$ cat src/rtl/sds_pkg.sv
// ---------------------------------------------------------------------------
// sds_pkg
// shared widths, constants and types of the scan disk scheduler
// ---------------------------------------------------------------------------
package sds_pkg;

	// cylinder numbers are this wide
	localparam int unsigned CYL_W            = 16;
	// disk size register and running total
	localparam int unsigned SIZE_W           = 17;
	localparam int unsigned TOTAL_W          = 17;
	localparam int unsigned MAX_REQUESTS_DEF = 32;

	localparam logic [SIZE_W-1:0] DISK_SIZE_RESET = SIZE_W'(200);
	localparam logic [SIZE_W-1:0] SIZE_MIN        = SIZE_W'(2);
	localparam logic [SIZE_W-1:0] SIZE_MAX        = SIZE_W'(1) << CYL_W;

	typedef enum logic [2:0] {
		S_IDLE = 3'b001,
		S_SCAN = 3'b010,
		S_PICK = 3'b100
	} state_t;

	// per-cycle control of the compare unit
	typedef struct packed {
		logic clear;
		logic sample;
		logic served;
		logic phase_b;
		logic dir_up;
	} scan_ctl_t;

endpackage

$ cat src/rtl/sds_store.sv
// ---------------------------------------------------------------------------
// sds_store
// request memory, one write port and one registered read port
// ---------------------------------------------------------------------------
module sds_store #(
	parameter int unsigned DEPTH = sds_pkg::MAX_REQUESTS_DEF,
	localparam int unsigned ADDR_W = (DEPTH > 1) ? $clog2(DEPTH) : 1
) (
	input  logic                     clk,
	input  logic                     wr_en,
	input  logic [ADDR_W-1:0]        wr_addr,
	input  logic [sds_pkg::CYL_W-1:0] wr_data,
	input  logic                     rd_en,
	input  logic [ADDR_W-1:0]        rd_addr,
	output logic [sds_pkg::CYL_W-1:0] rd_data
);
	import sds_pkg::*;

	logic [CYL_W-1:0] mem_q [DEPTH];
	logic [CYL_W-1:0] rd_data_q;

	always_ff @(posedge clk) begin
		if (wr_en) begin
			mem_q[wr_addr] <= wr_data;
		end
		if (rd_en) begin
			rd_data_q <= mem_q[rd_addr];
		end
	end

	assign rd_data = rd_data_q;

endmodule

$ cat src/rtl/sds_scan.sv
// ---------------------------------------------------------------------------
// sds_scan
// shared compare unit: tracks the best unserved request over one pass
// ---------------------------------------------------------------------------
module sds_scan #(
	parameter int unsigned DEPTH = sds_pkg::MAX_REQUESTS_DEF,
	localparam int unsigned ADDR_W = (DEPTH > 1) ? $clog2(DEPTH) : 1
) (
	input  logic                      clk,
	input  logic                      arst_n,
	input  sds_pkg::scan_ctl_t        ctl,
	input  logic [ADDR_W-1:0]         idx,
	input  logic [sds_pkg::CYL_W-1:0] data,
	input  logic [sds_pkg::CYL_W-1:0] start,
	output logic                      found,
	output logic [sds_pkg::CYL_W-1:0] best,
	output logic [ADDR_W-1:0]         best_idx
);
	import sds_pkg::*;

	logic             found_q;
	logic [CYL_W-1:0] best_q;
	logic [ADDR_W-1:0] best_idx_q;
	logic             on_side;
	logic             want_min;
	logic             better;
	logic             take;

	// first pass keeps to the head's side, second pass takes whatever is left
	assign on_side  = ctl.dir_up ? (data >= start) : (data <= start);
	assign want_min = ctl.dir_up ^ ctl.phase_b;
	assign better   = !found_q || (want_min ? (data < best_q) : (data > best_q));
	assign take     = ctl.sample && !ctl.served && (ctl.phase_b || on_side) && better;

	always_ff @(posedge clk or negedge arst_n) begin
		if (!arst_n) begin
			found_q <= 1'b0;
		end else if (ctl.clear) begin
			found_q <= 1'b0;
		end else if (take) begin
			found_q <= 1'b1;
		end
	end

	always_ff @(posedge clk) begin
		if (take && !ctl.clear) begin
			best_q     <= data;
			best_idx_q <= idx;
		end
	end

	assign found    = found_q;
	assign best     = best_q;
	assign best_idx = best_idx_q;

endmodule

$ cat src/rtl/scan_disk_scheduler.sv
// ---------------------------------------------------------------------------
// scan_disk_scheduler
// scan (elevator) disk scheduler over a stored batch of cylinder requests
// ---------------------------------------------------------------------------
// Requests load at one per cycle; each is clamped to the top cylinder
// (disk_size - 1) and written to the request memory, and requests past
// MAX_REQUESTS are dropped and reported through batch_overflow. The item with
// last_request set also supplies start_head and starts the run; from then on
// req_stall stays high until the final result is handed to the output
// register. A start head below half the disk sweeps up through the requests
// at or above it, goes to the top cylinder, then serves the rest descending;
// otherwise it sweeps down, goes to cylinder 0, then serves the rest
// ascending. Each move gives one result with its seek distance and the
// running total, and last_move flags the final one. Every result comes from a
// full pass of the request memory through a single compare unit (one read per
// cycle, registered read data), and each pick waits while the output register
// holds a stalled result. Write disk_size only between runs; the top cylinder
// is read live while a run is in progress.
// ---------------------------------------------------------------------------
module scan_disk_scheduler #(
	parameter int unsigned MAX_REQUESTS = sds_pkg::MAX_REQUESTS_DEF
) (
	input  logic                        clk,
	input  logic                        arst_n,
	// disk size register
	input  logic                        cfg_write_en,
	input  logic [sds_pkg::SIZE_W-1:0]  cfg_write_data,
	// request channel
	input  logic                        req_valid,
	output logic                        req_stall,
	input  logic [sds_pkg::CYL_W-1:0]   request_cylinder,
	input  logic [sds_pkg::CYL_W-1:0]   start_head,
	input  logic                        last_request,
	// result channel
	output logic                        res_valid,
	input  logic                        res_stall,
	output logic [sds_pkg::CYL_W-1:0]   served_cylinder,
	output logic [sds_pkg::CYL_W-1:0]   seek_distance,
	output logic [sds_pkg::TOTAL_W-1:0] total_movement,
	output logic                        edge_move,
	output logic                        batch_overflow,
	output logic                        last_move
);
	import sds_pkg::*;

	localparam int unsigned IDX_W = (MAX_REQUESTS > 1) ? $clog2(MAX_REQUESTS) : 1;
	localparam int unsigned CNT_W = $clog2(MAX_REQUESTS + 1);

	// configuration
	logic [SIZE_W-1:0] disk_size_q;
	logic [SIZE_W-1:0] size_clamped;
	logic [SIZE_W-1:0] top_full;
	logic [SIZE_W-1:0] half_size;
	logic [CYL_W-1:0]  top_cyl;

	// sequencer and batch state
	state_t            state_q;
	logic [CNT_W-1:0]  count_q;
	logic              ovf_q;
	logic [CNT_W-1:0]  remaining_q;
	logic [CNT_W-1:0]  rd_cnt_q;
	logic              phase_b_q;
	logic              dir_up_q;
	logic [MAX_REQUESTS-1:0] served_q;
	logic [CYL_W-1:0]  start_q;
	logic [CYL_W-1:0]  head_q;
	logic [TOTAL_W-1:0] total_q;

	// scan pipeline: read issued, data back in the next cycle
	logic              valid_s1;
	logic [IDX_W-1:0]  idx_s1;

	// result register
	logic              res_valid_q;
	logic [CYL_W-1:0]  served_cyl_q;
	logic [CYL_W-1:0]  seek_dist_q;
	logic [TOTAL_W-1:0] total_out_q;
	logic              edge_q;
	logic              ovf_out_q;
	logic              last_q;

	logic              accept;
	logic              has_room;
	logic [CYL_W-1:0]  req_sat;
	logic [CYL_W-1:0]  start_sat;
	logic [CNT_W-1:0]  count_load;
	logic              issue;
	logic              scan_done;
	logic              slot_free;
	logic              pick;
	logic [CYL_W-1:0]  rd_data;
	scan_ctl_t         scan_ctl;
	logic              found;
	logic [CYL_W-1:0]  best;
	logic [IDX_W-1:0]  best_idx;
	logic [CYL_W-1:0]  target;
	logic [CYL_W-1:0]  move_dist;
	logic [TOTAL_W-1:0] total_next;
	logic [CNT_W-1:0]  rem_after;
	logic              is_last;

	// ------------------------------------------------------------------
	// disk geometry: clamp size to [2, 2^16], top cylinder is size - 1
	// ------------------------------------------------------------------
	always_ff @(posedge clk or negedge arst_n) begin
		if (!arst_n) begin
			disk_size_q <= DISK_SIZE_RESET;
		end else if (cfg_write_en) begin
			disk_size_q <= cfg_write_data;
		end
	end

	always_comb begin
		if (disk_size_q < SIZE_MIN) begin
			size_clamped = SIZE_MIN;
		end else if (disk_size_q > SIZE_MAX) begin
			size_clamped = SIZE_MAX;
		end else begin
			size_clamped = disk_size_q;
		end
	end

	assign top_full  = size_clamped - SIZE_W'(1);
	assign top_cyl   = top_full[CYL_W-1:0];
	assign half_size = size_clamped >> 1;

	// out-of-range cylinders saturate to the top cylinder
	assign req_sat   = (request_cylinder > top_cyl) ? top_cyl : request_cylinder;
	assign start_sat = (start_head > top_cyl) ? top_cyl : start_head;

	// ------------------------------------------------------------------
	// load side: one request per transfer while idle
	// ------------------------------------------------------------------
	assign req_stall  = (state_q != S_IDLE);
	assign accept     = req_valid && !req_stall;
	assign has_room   = (count_q < CNT_W'(MAX_REQUESTS));
	assign count_load = count_q + CNT_W'(has_room);

	// ------------------------------------------------------------------
	// scan: walk the memory once per result
	// ------------------------------------------------------------------
	assign issue     = (state_q == S_SCAN) && (rd_cnt_q < count_q);
	assign scan_done = (state_q == S_SCAN) && !issue && !valid_s1;

	sds_store #(
		.DEPTH(MAX_REQUESTS)
	) u_store (
		.clk     (clk),
		.wr_en   (accept && has_room),
		.wr_addr (count_q[IDX_W-1:0]),
		.wr_data (req_sat),
		.rd_en   (issue),
		.rd_addr (rd_cnt_q[IDX_W-1:0]),
		.rd_data (rd_data)
	);

	always_comb begin
		scan_ctl.clear   = (accept && last_request) || (pick && !is_last);
		scan_ctl.sample  = valid_s1;
		scan_ctl.served  = served_q[idx_s1];
		scan_ctl.phase_b = phase_b_q;
		scan_ctl.dir_up  = dir_up_q;
	end

	sds_scan #(
		.DEPTH(MAX_REQUESTS)
	) u_scan (
		.clk      (clk),
		.arst_n   (arst_n),
		.ctl      (scan_ctl),
		.idx      (idx_s1),
		.data     (rd_data),
		.start    (start_q),
		.found    (found),
		.best     (best),
		.best_idx (best_idx)
	);

	// ------------------------------------------------------------------
	// pick: serve the best request, or go to the disk end when none is left
	// ------------------------------------------------------------------
	assign slot_free = !res_valid_q || !res_stall;
	assign pick      = (state_q == S_PICK) && slot_free;

	always_comb begin
		if (found) begin
			target = best;
		end else if (dir_up_q) begin
			target = top_cyl;
		end else begin
			target = '0;
		end
	end

	assign move_dist  = (target > head_q) ? (target - head_q) : (head_q - target);
	assign total_next = total_q + TOTAL_W'(move_dist);
	assign rem_after  = found ? (remaining_q - CNT_W'(1)) : remaining_q;
	// the edge move closes the run when the first sweep took everything
	assign is_last    = found ? (phase_b_q && (rem_after == '0))
	                          : (phase_b_q || (remaining_q == '0));

	// ------------------------------------------------------------------
	// sequencer
	// ------------------------------------------------------------------
	always_ff @(posedge clk or negedge arst_n) begin
		if (!arst_n) begin
			state_q     <= S_IDLE;
			count_q     <= '0;
			ovf_q       <= 1'b0;
			remaining_q <= '0;
			rd_cnt_q    <= '0;
			phase_b_q   <= 1'b0;
			dir_up_q    <= 1'b0;
			served_q    <= '0;
			valid_s1    <= 1'b0;
		end else begin
			valid_s1 <= issue;
			unique case (state_q)
				S_IDLE: begin
					if (accept) begin
						if (has_room) begin
							count_q <= count_load;
						end else begin
							ovf_q <= 1'b1;
						end
						if (last_request) begin
							state_q     <= S_SCAN;
							remaining_q <= count_load;
							rd_cnt_q    <= '0;
							phase_b_q   <= 1'b0;
							dir_up_q    <= ({1'b0, start_sat} < half_size);
							served_q    <= '0;
						end
					end
				end
				S_SCAN: begin
					if (issue) begin
						rd_cnt_q <= rd_cnt_q + CNT_W'(1);
					end
					if (scan_done) begin
						state_q <= S_PICK;
					end
				end
				S_PICK: begin
					if (pick) begin
						if (found) begin
							served_q[best_idx] <= 1'b1;
							remaining_q        <= rem_after;
						end else begin
							phase_b_q <= 1'b1;
						end
						if (is_last) begin
							state_q <= S_IDLE;
							count_q <= '0;
							ovf_q   <= 1'b0;
						end else begin
							state_q  <= S_SCAN;
							rd_cnt_q <= '0;
						end
					end
				end
				default: begin
					state_q <= S_IDLE;
				end
			endcase
		end
	end

	// head position, running total and scan index carry no reset
	always_ff @(posedge clk) begin
		idx_s1 <= rd_cnt_q[IDX_W-1:0];
		if (accept && last_request) begin
			start_q <= start_sat;
			head_q  <= start_sat;
			total_q <= '0;
		end else if (pick) begin
			head_q  <= target;
			total_q <= total_next;
		end
	end

	// ------------------------------------------------------------------
	// result register: holds a move until its transfer
	// ------------------------------------------------------------------
	always_ff @(posedge clk or negedge arst_n) begin
		if (!arst_n) begin
			res_valid_q <= 1'b0;
		end else if (pick) begin
			res_valid_q <= 1'b1;
		end else if (!res_stall) begin
			res_valid_q <= 1'b0;
		end
	end

	always_ff @(posedge clk) begin
		if (pick) begin
			served_cyl_q <= target;
			seek_dist_q  <= move_dist;
			total_out_q  <= total_next;
			edge_q       <= !found;
			ovf_out_q    <= ovf_q;
			last_q       <= is_last;
		end
	end

	assign res_valid       = res_valid_q;
	assign served_cylinder = served_cyl_q;
	assign seek_distance   = seek_dist_q;
	assign total_movement  = total_out_q;
	assign edge_move       = edge_q;
	assign batch_overflow  = ovf_out_q;
	assign last_move       = last_q;

endmodule

$ cat config.mk
export PLATFORM = sky130hd
export DESIGN_NAME = scan_disk_scheduler
export DESIGN_NICKNAME = d
export VERILOG_FILES = /design/src/rtl/sds_pkg.sv /design/src/rtl/sds_store.sv /design/src/rtl/sds_scan.sv /design/src/rtl/scan_disk_scheduler.sv
export SDC_FILE = /design/constraint.sdc
export NUM_CORES = 1
export LEC_CHECK = 0
export BUFFER_PORTS_ARGS = -buffer_cell sky130_fd_sc_hd__buf_2
export CORE_MARGIN = 5
export CORE_UTILIZATION = 62
export DETAILED_ROUTE_END_ITERATION = 16
export PLACE_DENSITY = 0.88
export SETUP_SLACK_MARGIN = 0.2
export SYNTH_ARGS = -nofsm -noshare
export SYNTH_HDL_FRONTEND = slang
export SYNTH_HIERARCHICAL = 1
export SYNTH_SLANG_ARGS = --single-unit
$ cat constraint.sdc
create_clock -name clk -period 7.9 [get_ports clk]
set_clock_uncertainty 0.1 [all_clocks]
set_input_delay 0.79 -clock clk [delete_from_list [all_inputs] [get_ports clk]]
set_output_delay 0.79 -clock clk [all_outputs]
set_load 0.005 [all_outputs]
==> impl_metrics.toml <==
[finish]
multiInputGateArea_um2 = 11280
layoutNonFillerInstCount = 3294
nFillCells = 3408
diodes = 0
drive_above_1_share = 0.1490
design_area_um2 = 37440
regArea_um2 = 21360
utilization = 0.6957
nets = 2734
area_growth_pct = 11.25

[route]
vias = 21732
finalWirelength_um = 86100
routedWlPerCell_um = 26.14
via_per_inst = 6.597
drcViolationCount = 0
ant_nets = 0
drt_iter0_markers = 2411
first_pass_iters = 5

[global_routing]
grt_overflow = 0
antenna_found_initial = 0
grt_max_degree = 77
grt_pass1_vias = 21872
grt_pass1_wl_um = 129600
grt.total_usage = 0.2859

[power_and_ir_drop]
cellLeakagePower_nw = 13.70
irDropWorstVdd_uv = 316.2
power_density_nw_per_um2 = 325.0

[clocking]
path_clk_slew_ns = 0.06
post_cts_buffers = 0
worstSkewPairLatency_ns = 0.65
cts_root_buf = "clkbuf_16"
cts_htree_levels = 3
cts-buffers-inserted = 74
clockBufferDepth = 3
cts_tree = "done"
cts_sinks = 731

[timing]
setup_viol = 0
tightestPinTransition_ns = 1.162
relSlewSlack = 0.2234
fin_crit_ns = 7.274
drv_slew = 0
hold_slack_ns = 0.2223
max_freq_ghz = 0.1375
rsz0062_at_grt = "no"
timing.setup.tns_ns = 0
hold_viol = 0
timing.final.crit_share = 0.9208

[floorplan]
start_util = 0.6254
pin_count = 109
die_h_um = 243.0
fp.dieArea_um2 = 59040
core_um2 = 53810
die_w_um = 243.0
rows = 85

[synth]
synth-edff-count = 633
yosysMostFrequentCell = "edfxtp_1"
synthTopCellsByCount = "633 x edfxtp_1, 267 x mux2i_1, 151 x a21oi_1"
synth_area_leader_cell = "edfxtp_1"
synth_area_leaders = "edfxtp_1 56%, mux2i_1 7.9%, dfrtp_1 5.4%"
synth_seq_cells = 731
synth_sequential_area_ratio = 0.6346
syn_area_per_cell_um2 = 13.96
yosys_warnings = 6
netlist_area_um2 = 33650
synthArstFlopShare = 0.1040
synth-main-ff-cell = "edfxtp_1"
synth_cell_types = 86
synth_top_area_share = 0.5648
netlist_instances = 2411
synth_nets = 2606

[worst_setup_path]
critPathArrivalTime_ns = 7.53
cp_max_fo = 11
worst_setup_path_end_kind = "flip-flop"
criticalPathCategory = "reg -> reg"
cpMaxStageDelayCell = "nor4_1"
crit_path_max_incr_delay_ns = 0.54
worstSetupStartpointType = "flip-flop"
worstPathRequired_ns = 8.16

[placed_design]
dpl_cell_area_um2 = 34820
numPlacedInstances = 3158
hpwlAfterDp_um = 53130
port-buffer-count = 108
gp_congestion = 0.9413

[run]
max-cap-violations = 0

[hold_path]
hold_class = "in -> async"

[outcome]
status = "completed"
-- cell families after synthesis --
kind of cell             after synthesis  share of synthesized area
AO/OA/AOI/OAI                        507                     0.1008
XOR/XNOR                              40                    0.01041
adder cells (fa/ha/maj)              140                    0.05272
buffers and inverters                224                    0.03428
flip-flops                           731                     0.6346
multiplexers                         323                     0.1015
AND/OR/NAND/NOR                      446                    0.06577
-- worst max-delay path, delay by kind of cell (launching register included) --
kind | cells | cell delay [ns]
flip-flops | 1 | 0.43
adder cells (fa/ha/maj) | 3 | 1.03
buffers and inverters | 1 | 0.21
XOR/XNOR | 2 | 0.26
AND/OR/NAND/NOR | 8 | 2.16
multiplexers | 1 | 0.20
AO/OA/AOI/OAI | 10 | 2.58
-- through the flow --
stage / total power (W) / setup slack, ns
3_3_place_gp: 0.008313 / 0.4747
6_report: 0.01217 / 0.6259
2_1_floorplan: 0.007613 / 0.9201
3_5_place_dp: 0.008465 / 0.2536
4_1_cts: 0.01213 / 0.2695
5_1_grt: 0.01267 / 0.1888
-- what timing repair did --
| item | 4_1_cts | 5_1_grt |
|---|---|---|
| resized for setup | 2 | 14 |
| gates cloned | 0 | 1 |
| hold buffers | 0 | 0 |
| setup endpoints to repair | 1 | 16 |
| pin swaps | 0 | 1 |
-- registers in the layout, indices dropped and copies added (netlist names), 3 cells and up --
name and count:
head_q 16, rd_cnt_q 6, served_cylinder 16, count_q 6, total_q 17, disk_size_q 17
remaining_q 6, total_movement 17, served_q 32, u_scan/best 16, state_q 3, u_store/rd_data 16
idx_s1 5, start_q 16, u_store/mem_q 512, seek_distance 16, u_scan/best_idx 5
-- final timing paths --
check	from	slack [ns]	end	cells past startpoint
max	disk_size_q[9]	0.63	total_movement[16]	25
min	arst_n	0.22	served_q[11]	1
max reg2reg	disk_size_q[9]	0.63	total_movement[16]	25
min reg2reg	idx_s1[4]	0.35	u_scan/best_idx[4]	0
max in group asynchronous	arst_n	6.71	rd_cnt_q[0]	1
min in group clk	cfg_write_data[0]	0.28	disk_size_q[0]	2
-- area by class of cell --
cell class	instances	share of cell area
repair buffers	164	0.02573
clock buffers	94	0.05257
well taps	696	0.02326
flip-flops and latches	731	0.5705
inverters	111	0.01113
multi-input cells	1457	0.3014
clock inverters	41	0.01541
-- where the power goes --
group          switching (W)  total [W]  internal, W
Sequential          0.000161    0.00475      0.00459
Clock                0.00151    0.00363      0.00212
Combinational        0.00233    0.00379      0.00146
-- per-layer routing --
layer | routed length [µm] | vias up | track usage | share of wire
met2 | 42650 | 1214 | 0.4815 | 0.50
met1 | 31370 | 10765 | 0.3550 | 0.36
met5 | 0 | - | 0 | 0
met4 | 4647 | 0 | 0.1397 | 0.054
met3 | 7433 | 261 | 0.06051 | 0.086
li1 | - | 9492 | - | -
-- cells in the final DEF, fill, tap and decap left out, types with 13 or more instances in the layout --
cell type    n
edfxtp_1   633
mux2i_1    267
a21oi_1    146
ha_1       134
nor2_1     118
inv_1      108
buf_2      107
nand2_1    103
clkbuf_16   75
dfrtp_1     71
a22oi_1     69
buf_4       57
o21ai_0     54
nand3_1     53
a22o_1      52
mux2_2      45
a21o_1      40
nor3_1      35
nand4_1     35
a31oi_1     32
xnor2_1     27
dfxtp_1     22
clkbuf_1    17
o21a_1      16
o21ai_1     13
Power figures use the tool's default switching activity.
